===== config.mk =====
export PLATFORM = sky130hd
export DESIGN_NAME = stun_mapped_port_parser_flat
export DESIGN_NICKNAME = d
export VERILOG_FILES = /design/src/sv/smp_pkg.sv /design/src/sv/smp_byte_if.sv /design/src/sv/smp_result_if.sv /design/src/sv/smp_core.sv /design/src/sv/stun_mapped_port_parser.sv /design/src/flat_wrapper.sv
export SDC_FILE = /design/constraint.sdc
export NUM_CORES = 1
export LEC_CHECK = 0
export BUFFER_PORTS_ARGS = -buffer_cell sky130_fd_sc_hd__buf_2
export CELL_PAD_IN_SITES_DETAIL_PLACEMENT = 1
export CELL_PAD_IN_SITES_GLOBAL_PLACEMENT = 1
export CORE_AREA = 3 3 163 165
export CTS_CLUSTER_SIZE = 20
export DETAILED_ROUTE_END_ITERATION = 8
export DIE_AREA = 0 0 166 168
export PLACE_DENSITY = 0.6
export SYNTH_ARGS = -nofsm -noshare
export SYNTH_HDL_FRONTEND = slang
export SYNTH_SLANG_ARGS = --single-unit

===== constraint.sdc =====
create_clock -name clk -period 6.7 [get_ports clk]
set_clock_uncertainty 0.15 [all_clocks]
set_input_delay 2.01 -clock clk [delete_from_list [all_inputs] [get_ports clk]]
set_output_delay 2.01 -clock clk [all_outputs]
set_load 0.01 [all_outputs]

===== src/sv/smp_pkg.sv =====
// Shared constants and types for the STUN mapped-port parser.
package smp_pkg;

    localparam int unsigned SMP_MAX_PACKET_BYTES = 2048;

    localparam int unsigned HEADER_BYTES = 20;
    localparam logic [15:0] TYPE_PLAIN = 16'h0001;
    localparam logic [15:0] TYPE_XOR = 16'h0020;
    localparam logic [15:0] PORT_XOR_MASK = 16'h2112;
    localparam logic [15:0] MIN_ATTR_LEN = 16'd8;

    typedef struct packed {
        logic        port_found;
        logic [15:0] mapped_port;
        logic        from_xor_attribute;
    } smp_result_t;

endpackage


===== src/sv/smp_byte_if.sv =====
// Byte channel into the parser: one payload byte with a last-byte mark per item.
interface smp_byte_if;
    logic       valid;
    logic       ready;
    logic [7:0] data_byte;
    logic       last_byte;

    modport source (output valid, output data_byte, output last_byte, input ready);
    modport sink (input valid, input data_byte, input last_byte, output ready);
endinterface


===== src/sv/smp_result_if.sv =====
// Result channel out of the parser: one item per packet.
interface smp_result_if;
    logic        valid;
    logic        ready;
    logic        port_found;
    logic [15:0] mapped_port;
    logic        from_xor_attribute;

    modport source (output valid, output port_found, output mapped_port,
                    output from_xor_attribute, input ready);
    modport sink (input valid, input port_found, input mapped_port,
                  input from_xor_attribute, output ready);
endinterface


===== src/sv/smp_core.sv =====
// Attribute walker: per-byte state update and result of the packet in flight.
module smp_core
    import smp_pkg::*;
#(
    parameter int unsigned MAX_PACKET_BYTES = SMP_MAX_PACKET_BYTES
)
(
    input  logic        clk,
    input  logic        rst_n,
    input  logic        step,
    input  logic [7:0]  data_byte,
    input  logic        last_byte,
    output smp_result_t packet_result
);

    localparam int unsigned OFS_W = $clog2(MAX_PACKET_BYTES + 1);

    typedef enum logic [2:0] {
        PH_HEADER,
        PH_ATTR_HDR,
        PH_VALUE,
        PH_PAD,
        PH_DONE
    } phase_t;

    phase_t             phase_reg, phase_next;
    logic [OFS_W-1:0]   offset_reg, offset_next;
    logic [1:0]         field_cnt_reg, field_cnt_next;
    logic [15:0]        type_word_reg, type_word_next;
    logic [15:0]        attr_len_reg, attr_len_next;
    logic [15:0]        left_reg, left_next;
    logic [15:0]        cand_reg, cand_next;
    logic               hit_valid_reg, hit_valid_next;
    logic [15:0]        hit_port_reg, hit_port_next;
    logic               hit_xor_reg, hit_xor_next;

    logic [15:0] value_idx;
    logic [15:0] left_dec;
    logic [15:0] len_full;
    logic        attr_ends_aligned;
    logic        type_match;

    assign value_idx         = attr_len_reg - left_reg;
    assign left_dec          = left_reg - 16'd1;
    assign len_full          = {attr_len_reg[15:8], data_byte};
    assign attr_ends_aligned = (offset_reg[1:0] == 2'b11);
    assign type_match        = (type_word_reg == TYPE_PLAIN) || (type_word_reg == TYPE_XOR);

    always_comb
    begin
        phase_next     = phase_reg;
        offset_next    = offset_reg;
        field_cnt_next = field_cnt_reg;
        type_word_next = type_word_reg;
        attr_len_next  = attr_len_reg;
        left_next      = left_reg;
        cand_next      = cand_reg;
        hit_valid_next = hit_valid_reg;
        hit_port_next  = hit_port_reg;
        hit_xor_next   = hit_xor_reg;

        if (offset_reg < OFS_W'(MAX_PACKET_BYTES))
        begin
            offset_next = offset_reg + OFS_W'(1);
            case (phase_reg)
                PH_HEADER:
                begin
                    if (offset_reg >= OFS_W'(HEADER_BYTES - 1))
                    begin
                        phase_next     = PH_ATTR_HDR;
                        field_cnt_next = 2'd0;
                    end
                end
                PH_ATTR_HDR:
                begin
                    case (field_cnt_reg)
                        2'd0: type_word_next = {data_byte, 8'h00};
                        2'd1: type_word_next = {type_word_reg[15:8], data_byte};
                        2'd2: attr_len_next  = {data_byte, 8'h00};
                        default:
                        begin
                            attr_len_next = len_full;
                            left_next     = len_full;
                            cand_next     = 16'h0000;
                            if (len_full == 16'h0000)
                                phase_next = attr_ends_aligned ? PH_ATTR_HDR : PH_PAD;
                            else
                                phase_next = PH_VALUE;
                        end
                    endcase
                    field_cnt_next = field_cnt_reg + 2'd1;
                end
                PH_VALUE:
                begin
                    if (value_idx == 16'd2)
                        cand_next = {data_byte, cand_reg[7:0]};
                    else if (value_idx == 16'd3)
                        cand_next = {cand_reg[15:8], data_byte};
                    left_next = left_dec;
                    if (left_dec == 16'h0000)
                    begin
                        if (type_match && (attr_len_reg >= MIN_ATTR_LEN))
                        begin
                            hit_valid_next = 1'b1;
                            hit_xor_next   = (type_word_reg == TYPE_XOR);
                            hit_port_next  = (type_word_reg == TYPE_XOR) ?
                                             (cand_next ^ PORT_XOR_MASK) : cand_next;
                            phase_next     = PH_DONE;
                        end
                        else
                        begin
                            phase_next = attr_ends_aligned ? PH_ATTR_HDR : PH_PAD;
                        end
                    end
                end
                PH_PAD:
                begin
                    if (attr_ends_aligned)
                        phase_next = PH_ATTR_HDR;
                end
                default:
                begin
                end
            endcase
        end

        packet_result.port_found         = hit_valid_next;
        packet_result.mapped_port        = hit_valid_next ? hit_port_next : 16'h0000;
        packet_result.from_xor_attribute = hit_valid_next & hit_xor_next;
    end

    always_ff @(posedge clk or negedge rst_n)
    begin
        if (!rst_n)
        begin
            phase_reg     <= PH_HEADER;
            offset_reg    <= '0;
            field_cnt_reg <= '0;
            type_word_reg <= '0;
            attr_len_reg  <= '0;
            left_reg      <= '0;
            cand_reg      <= '0;
            hit_valid_reg <= 1'b0;
            hit_port_reg  <= '0;
            hit_xor_reg   <= 1'b0;
        end
        else if (step)
        begin
            if (last_byte)
            begin
                phase_reg     <= PH_HEADER;
                offset_reg    <= '0;
                field_cnt_reg <= '0;
                type_word_reg <= '0;
                attr_len_reg  <= '0;
                left_reg      <= '0;
                cand_reg      <= '0;
                hit_valid_reg <= 1'b0;
                hit_port_reg  <= '0;
                hit_xor_reg   <= 1'b0;
            end
            else
            begin
                phase_reg     <= phase_next;
                offset_reg    <= offset_next;
                field_cnt_reg <= field_cnt_next;
                type_word_reg <= type_word_next;
                attr_len_reg  <= attr_len_next;
                left_reg      <= left_next;
                cand_reg      <= cand_next;
                hit_valid_reg <= hit_valid_next;
                hit_port_reg  <= hit_port_next;
                hit_xor_reg   <= hit_xor_next;
            end
        end
    end

    a_done_means_hit: assert property (@(posedge clk) disable iff (!rst_n)
        (phase_reg == PH_DONE) == hit_valid_reg)
        else $error("done phase and committed hit disagree");

    a_offset_bounded: assert property (@(posedge clk) disable iff (!rst_n)
        offset_reg <= OFS_W'(MAX_PACKET_BYTES))
        else $error("byte offset beyond packet limit");

    a_last_clears: assert property (@(posedge clk) disable iff (!rst_n)
        (step && last_byte) |=> (offset_reg == '0) && (phase_reg == PH_HEADER)
                                && !hit_valid_reg)
        else $error("state not cleared after final byte");

endmodule


===== src/sv/stun_mapped_port_parser.sv =====
// STUN mapped-port parser: takes a response byte per item, gives one result per packet.
// Accepts one payload byte per clock. A byte goes through an input register, the
// attribute walker updates its state from it in the next cycle, and on the byte marked
// last the port result is loaded into the output register, so the result item becomes
// valid when the final byte leaves the input register. Input stalls only when a final
// byte meets an output register whose earlier result has not yet been taken.
module stun_mapped_port_parser
    import smp_pkg::*;
#(
    parameter int unsigned MAX_PACKET_BYTES = SMP_MAX_PACKET_BYTES
)
(
    input  logic          clk,
    input  logic          rst_n,
    smp_byte_if.sink      rx,
    smp_result_if.source  result
);

    logic        in_vld_reg;
    logic [7:0]  in_byte_reg;
    logic        in_last_reg;
    logic        out_vld_reg;
    smp_result_t out_data_reg;
    smp_result_t core_result;
    logic        advance;

    assign advance  = in_vld_reg && (!in_last_reg || !out_vld_reg || result.ready);
    assign rx.ready = !in_vld_reg || advance;

    smp_core #(
        .MAX_PACKET_BYTES (MAX_PACKET_BYTES)
    ) u_core (
        .clk           (clk),
        .rst_n         (rst_n),
        .step          (advance),
        .data_byte     (in_byte_reg),
        .last_byte     (in_last_reg),
        .packet_result (core_result)
    );

    always_ff @(posedge clk or negedge rst_n)
    begin
        if (!rst_n)
        begin
            in_vld_reg  <= 1'b0;
            out_vld_reg <= 1'b0;
        end
        else
        begin
            if (rx.valid && rx.ready)
                in_vld_reg <= 1'b1;
            else if (advance)
                in_vld_reg <= 1'b0;

            if (advance && in_last_reg)
                out_vld_reg <= 1'b1;
            else if (result.ready)
                out_vld_reg <= 1'b0;
        end
    end

    always_ff @(posedge clk)
    begin
        if (rx.valid && rx.ready)
        begin
            in_byte_reg <= rx.data_byte;
            in_last_reg <= rx.last_byte;
        end
        if (advance && in_last_reg)
            out_data_reg <= core_result;
    end

    assign result.valid              = out_vld_reg;
    assign result.port_found         = out_data_reg.port_found;
    assign result.mapped_port        = out_data_reg.mapped_port;
    assign result.from_xor_attribute = out_data_reg.from_xor_attribute;

    a_result_from_last: assert property (@(posedge clk) disable iff (!rst_n)
        (out_vld_reg && !$past(out_vld_reg)) |-> $past(advance && in_last_reg))
        else $error("result item without a final byte");

    a_empty_stage_ready: assert property (@(posedge clk) disable iff (!rst_n)
        !in_vld_reg |-> rx.ready)
        else $error("empty input stage refuses items");

    a_stall_only_on_last: assert property (@(posedge clk) disable iff (!rst_n)
        (in_vld_reg && !advance) |-> (in_last_reg && out_vld_reg && !result.ready))
        else $error("input stage stalled without a blocked result");

    a_found_fields: assert property (@(posedge clk) disable iff (!rst_n)
        (out_vld_reg && !out_data_reg.port_found) |->
        (out_data_reg.mapped_port == 16'h0000) && !out_data_reg.from_xor_attribute)
        else $error("result fields set without a found port");

endmodule

===== src/flat_wrapper.sv =====
// flat-port wrapper written by rule: the top's interface ports become plain ports
module stun_mapped_port_parser_flat import smp_pkg::*;
#(
    parameter int unsigned MAX_PACKET_BYTES = SMP_MAX_PACKET_BYTES
)
  (clk, rst_n, rx_valid, rx_data_byte, rx_last_byte, rx_ready, result_valid, result_port_found, result_mapped_port, result_from_xor_attribute, result_ready);
  smp_byte_if rx_i ();
  smp_result_if result_i ();
  input  logic clk;
  input  logic rst_n;
  input wire logic [$bits(rx_i.valid)-1:0] rx_valid;
  input wire logic [$bits(rx_i.data_byte)-1:0] rx_data_byte;
  input wire logic [$bits(rx_i.last_byte)-1:0] rx_last_byte;
  output wire logic [$bits(rx_i.ready)-1:0] rx_ready;
  output wire logic [$bits(result_i.valid)-1:0] result_valid;
  output wire logic [$bits(result_i.port_found)-1:0] result_port_found;
  output wire logic [$bits(result_i.mapped_port)-1:0] result_mapped_port;
  output wire logic [$bits(result_i.from_xor_attribute)-1:0] result_from_xor_attribute;
  input wire logic [$bits(result_i.ready)-1:0] result_ready;
  assign rx_i.valid = rx_valid;
  assign rx_i.data_byte = rx_data_byte;
  assign rx_i.last_byte = rx_last_byte;
  assign rx_ready = rx_i.ready;
  assign result_valid = result_i.valid;
  assign result_port_found = result_i.port_found;
  assign result_mapped_port = result_i.mapped_port;
  assign result_from_xor_attribute = result_i.from_xor_attribute;
  assign result_i.ready = result_ready;
  stun_mapped_port_parser #(.MAX_PACKET_BYTES(MAX_PACKET_BYTES)) u_core (.clk(clk), .rst_n(rst_n), .rx(rx_i), .result(result_i));
endmodule

======== Word level (Yosys, flattened, before mapping) ========
Index checks and enable logic that the tools add are counted.
word-level totals
  register bits after elaboration ......... 128
  input bits .............................. 13
  output and inout bits ................... 20
  word-level logic and storage cells ...... 135
operators by class
  add/subtract/negate cells ............... 4
  order comparisons ....................... 3
  equal/unequal tests ..................... 16
  mux-type cells .......................... 56
  bitwise gates (word level) .............. 2
  reductions and logical operators ........ 35
operators by type and width
  operator                 number
  $mux W16                 20
  $pmux W16 S2             4
  $eq A16 B2 Y1 const B    2
  $logic_not A16 Y1        2
  $mux W12                 2
  $mux W3                  7
  $eq A16 B1 Y1 const B    1
  $eq A16 B6 Y1 const B    1
  $ge A16 B4 Y1 const B    1
  $reduce_and A4 Y1        4
  $sub A16 B1 Y16 const B  1
  $sub A16 B16 Y16         1
  $mux W1                  14
  $mux W14                 1
  $add A12 B1 Y12 const B  1
  $ge A12 B5 Y1 const B    1
  $lt A12 B12 Y1 const B   1
  $ne A3 B2 Y1 const B     4
  $pmux W3 S4              1
  $reduce_bool A2 Y1       6
  $mux W2                  5
  $reduce_and A5 Y1        2
  $reduce_bool A3 Y1       3
  $mux W8                  1
  19 further kinds         30

======== Depth between registers and ports, before layout ========
  depth after elaboration ................. 13
  gate-level depth with buffers ........... 13
  mapped depth without buffers ............ 12

======== Modules after synthesis ========
From an unflattened synthesis, not the netlist that was laid out.
unflattened totals
  cell total of the unflattened synthesis .. 748
  area total of the unflattened synthesis .. 6960.4 µm²
by module, submodules not included
  module                   instances  cells each  area an instance (µm²)  seq. area each (µm²)
  smp_core                 1          711         6042.0                  2477.4
  stun_mapped_port_parser  1          37          918.4                   860.8

======== Worst setup path before layout ========
No wires, ideal clock.
  kind .................................... input port to output port
  start point ............................. input result_ready
  end point ............................... output rx_ready
  arrival ................................. 2.249 ns
  required time ........................... 4.540 ns
  path slack .............................. 2.291 ns
  stages .................................. 1
  buffers on the path ..................... 0
  path through ............................ nand4b_1
on the way
  cells in the longest elaborated chain, start to end .. 3
RTL lines
  what                 line                           source
  start: declaration   flat_wrapper.sv:19             input wire logic [$bits(result_i.ready)-1:0] result_ready;
  $logic_or A1 B1 Y1   stun_mapped_port_parser.sv:27  assign advance = in_vld_reg && (!in_last_reg || !out_vld_reg || result.ready);
  $logic_and A1 B1 Y1  stun_mapped_port_parser.sv:27
  $logic_or A1 B1 Y1   stun_mapped_port_parser.sv:28  assign rx.ready = !in_vld_reg || advance;
  end: declaration     flat_wrapper.sv:14             output wire logic [$bits(rx_i.ready)-1:0] rx_ready;
Every way passes these cells.

======== Final worst setup path ========
Same ends and word-level chain as after synthesis.

==> results.md <==
Run status:
- The run finished with clean final reports.

Routing:
- The first TritonRoute pass finished after 4 iterations.
- The post-detailed-route via-to-cell ratio is 5.42.
- The number of DRC markers in iteration 0 is 484.
- The via count of the routed design is between 6k and 7k.
- After detailed routing, the average wire length per cell comes to ~19 µm.
- After detailed routing, the number of remaining DRC violations is 0.
- The count of nets left with antenna violations after detail routing is 0.
- The routed wire length is 22.3 mm.

Global routing:
- The pin count of the biggest net entering global routing is 54.
- The number of antenna violations at the first check in global routing is 0.
- For this run the aggregate overflow at the end of global routing stands at 0.
- The global routing stage identified its most utilized layer as met2.
- The all-layer global routing usage is roughly 16%.
- The met2 usage in global routing is 26.3%.
- The fraction of met3 tracks used by global routing is 2.65%.
- The via count of the first global-routing pass was 6476.
- The first-pass GRT wire length is 36.6 mm.
- For met1 alone, demand over resource in global routing was a little under a quarter.

Yosys:
- The count of flip-flops with a built-in enable after synthesis is 27.
- The synthesis warning total is 0.
- Sorting the synthesized cells by area gives the leading types as dfrtp_1, edfxtp_1, nand2_1.
- The most common flop cell mapped by yosys is dfrtp_1.
- The synthesized area divided by synthesized cell count is a little over 9 µm².
- The number of nets produced by synthesis is 855.
- Yosys instantiated no cell more often than dfrtp_1.
- Summed over its instances, the top area cell type makes up 33.7% of the synthesized netlist area.
- The number of register bits inferred by synthesis is 128.
- Counting every instance in the synthesized netlist gives 818.
- The netlist area before placement is 0.00750 mm².
- The sequential fraction of the synthesis area is 44.5%.
- In the synthesized netlist the async set-or-reset flop fraction comes to 78.9%.
- Counting distinct cell types in the post-synthesis netlist gives 73.
- Ranked by instance count, the synthesized netlist is headed by dfrtp_1, nand2_1, nand3_1.
- The biggest area contributor in the post-synthesis netlist is dfrtp_1.

Worst setup path:
- The startpoint of the lowest-slack register-to-register path is u_core.u_core.left_reg[6]$_DFFE_PN0P_.
- The cell that appears most often on the critical path is buf_2.
- The largest single stage delay on the critical path is 0.20 ns.
- The signal on the critical path passes through buf_2 > nand4b_1 > buf_2.
- The maximum fanout along the worst path is 3.
- The library cell contributing the largest single delay on the critical path is nand4b_1.
- The combined buffer and inverter count along the critical path is 2.
- The data required time of the worst path is 4.54 ns.
- Broken down by cell family, the worst path's largest delay share belongs to buffers and inverters.
- The kind of end point of the critical path is an output port.
- The worst setup path startpoint is result_ready.
- The launching element type of the critical path is a primary input.
- The arrival time of the worst setup path is 2.49 ns.
- The worst setup path is of the primary input to output port kind.

Final layout:
- After the last flow step, the layout net total stands at ~860.
- 0 antenna diodes ended up in the layout.
- The fraction of final layout cells sized beyond drive strength 1 is about an eighth.
- The layout-stage area growth over the synthesis result is 13.0%.

Pwr:
- Across the VDD grid, the largest voltage drop is between 0.1 and 0.15 mV.
- The fraction of power spent switching nets is 40.8%.
- For this design the total switching power over the nets is 0.00123 W.
- The post-layout total power is 0.00302 W.
- Per report_power, the sequential group accounts for 32.4% of the total.
- The design internal power is between 0.0015 and 0.002 W.
- The power per unit of standard cell area is 357 mW/mm².
- Summed over all cells, the static leakage comes to 3.54 nW.
- Of the total power, the clock network draws 29.9%.
- Per report_power, the combinational group accounts for 37.7% of the total.

Timing:
- Setup violations remaining at the end of the flow were counted as 0.
- In the finished design, the share of the clock period the worst path needs comes to 69.5%.
- The peak clock frequency supported by timing is 0.215 GHz.
- The final count of pins violating max slew is 0.
- The relative max-transition margin is between 30% and 40%.
- At the pin with the least slew margin, the transition time is 1.03 ns.
- Setup repair after global routing left no endpoint under its margin.
- The worst path in the final design needs a cycle of 4.65 ns, including I/O delays and setup.
- The setup TNS after final layout is 0 ns.
- The number of hold-slack violations in the final timing report was 0.
- On the final layout, the worst hold slack is between 0.3 and 0.4 ns.

Worst hold path:
- The class of the worst hold path is flip-flop to flip-flop.
- The source of the worst hold timing path is u_core.u_core.hit_port_reg[8]$_DFFE_PN0P_.

Die:
- In this run the vertical extent of the chip is approximately 170 µm.
- The floorplan step defined a core boundary enclosing 0.0252 mm².
- In this run the horizontal extent of the chip is approximately 170 µm.
- The die covers between 0.02 and 0.03 mm².
- The number of placement rows is 58.
- The total I/O pin count is 33.
- Once the floorplan was initialized, standard cells occupied between 20% and 30% of the core.

Clock tree:
- After clock tree synthesis, the clock-pin slew on the worst setup and hold paths is 0.06 ns.
- The post-cts sizing count is 0.
- Clock latency on the worst-skew pair, taken at its later pin, is 0.43 ns.
- TritonCTS built the clock tree.
- The number of H-tree levels is 4.
- No sink is reached through more buffers than the 2 on the longest clock path.
- The cell at the root of the clock tree is clkbuf_16.
- The number of hold buffers added after cts is 0.
- Once the clock tree was built, the setup fixing pass inserted 0 buffers.
- The clock drives ~130 sinks.
- The number of CTS-inserted buffers is 17.

Placed design:
- Once detailed placement completed, the half-perimeter wirelength came to 15.5 mm.
- The final weighted congestion in routability-driven placement is around 0.79.
- In this run the tool buffered the top-level ports with 32 buffer cells.

Job:
- Across the run, the number of max-cap violations was 0.
## layout by cell type (no fill, tap or decap), drive strengths merged, types with 4 or more instances in the layout
cell type and count:
a21oi 42, a221oi 9, a31oi 8, mux2i 14
dfrtp 101, xnor2 12, clkbuf 17, and2 4
a21o 8, and3 8, or3 15, o22ai 8
buf 36, nor2b 4, edfxtp 27, nor2 60
o2111ai 5, nand4 8, a2111oi 11, nand3 64
nand2b 8, o21ai 79, o31ai 5, nor3 23
nor4 12, xor2 5, clkinv 4, a22o 25
inv 45, or4 6, or2 8, nand2 85
ha 23, o21a 4
## layer usage
layer / share of wire [%] / wire length (µm)
met1: 49 / 11000
met2: 47 / 10400
met3: 2.8 / 622
met4: 1.4 / 303
met5: 0 / 0
## cell families (layout without fill, tap and decap cells)
group / count (synthesis) / after routing / share of synthesized area, %
AO/OA/AOI/OAI: 230 / 230 / 20.5
XOR/XNOR: 17 / 17 / 1.99
adder cells (fa/ha/maj): 24 / 24 / 4.11
buffers and inverters: 86 / 105 / 4.61
flip-flops: 128 / 128 / 44.5
multiplexers: 15 / 15 / 2.02
AND/OR/NAND/NOR: 318 / 318 / 22.2
## final timing paths
check | endpoint | slack [ns] | depth (start not counted)
setup reg to reg | u_core.result.mapped_port[2]$_SDFFCE_PN0P_ | 2.61 | 11
setup / recovery | rx_ready | 2.05 | 3
hold reg to reg | u_core.u_core.hit_port_reg[8]$_DFFE_PN0P_ | 0.32 | 2
min in group asynchronous | u_core.u_core.offset_reg[8]$_DFFE_PN0P_ | 1.46 | 1
max in group asynchronous | u_core.u_core.hit_port_reg[4]$_DFFE_PN0P_ | 3.79 | 2
hold / removal | u_core.u_core.hit_port_reg[8]$_DFFE_PN0P_ | 0.32 | 2
## final cells by class
| class | instances | area, µm² |
|---|---|---|
| Clock buffer | 17 | 425 |
| Timing Repair Buffer | 36 | 193 |
| Clock inverter | 15 | 143 |
| Tap cell | 330 | 413 |
| Inverter | 37 | 139 |
| Fill cell | 2925 | 16700 |
| Multi-Input combinational cell | 604 | 3820 |
| Sequential cell | 128 | 3340 |
## tightest hold or removal path, cell delays in order, from the launching register on
cell	delay, ns
dfrtp_1	0.34
nand2_1	0.05
nand2_1	0.05
## per-stage QoR
step	std cells	utilization, %	instance area (µm²)	setup WS [ns]
2_1_floorplan	818	-	7500	2.29
3_3_place_gp	1135	31.4	7900	2.06
3_5_place_dp	1135	31.4	7900	2.05
4_1_cts	1167	33.6	8470	2.04
5_1_grt	1167	33.6	8470	2.01
6_report	1167	33.6	8470	2.05
## power by group through the flow
| stage | sequential, W | combinational (W) | clock (W) |
|---|---|---|---|
| 4_1_cts | 0.000977 | 0.00114 | 0.000929 |
| 2_1_floorplan | 0.000949 | 0.000862 | 0 |
| 3_3_place_gp | 0.000988 | 0.00112 | 0 |
| 5_1_grt | 0.000992 | 0.00129 | 0.000969 |
| 3_5_place_dp | 0.000992 | 0.00113 | 0 |
| 6_report | 0.000978 | 0.00114 | 0.000903 |
Note: power is estimated with default switching activity, not from simulation.
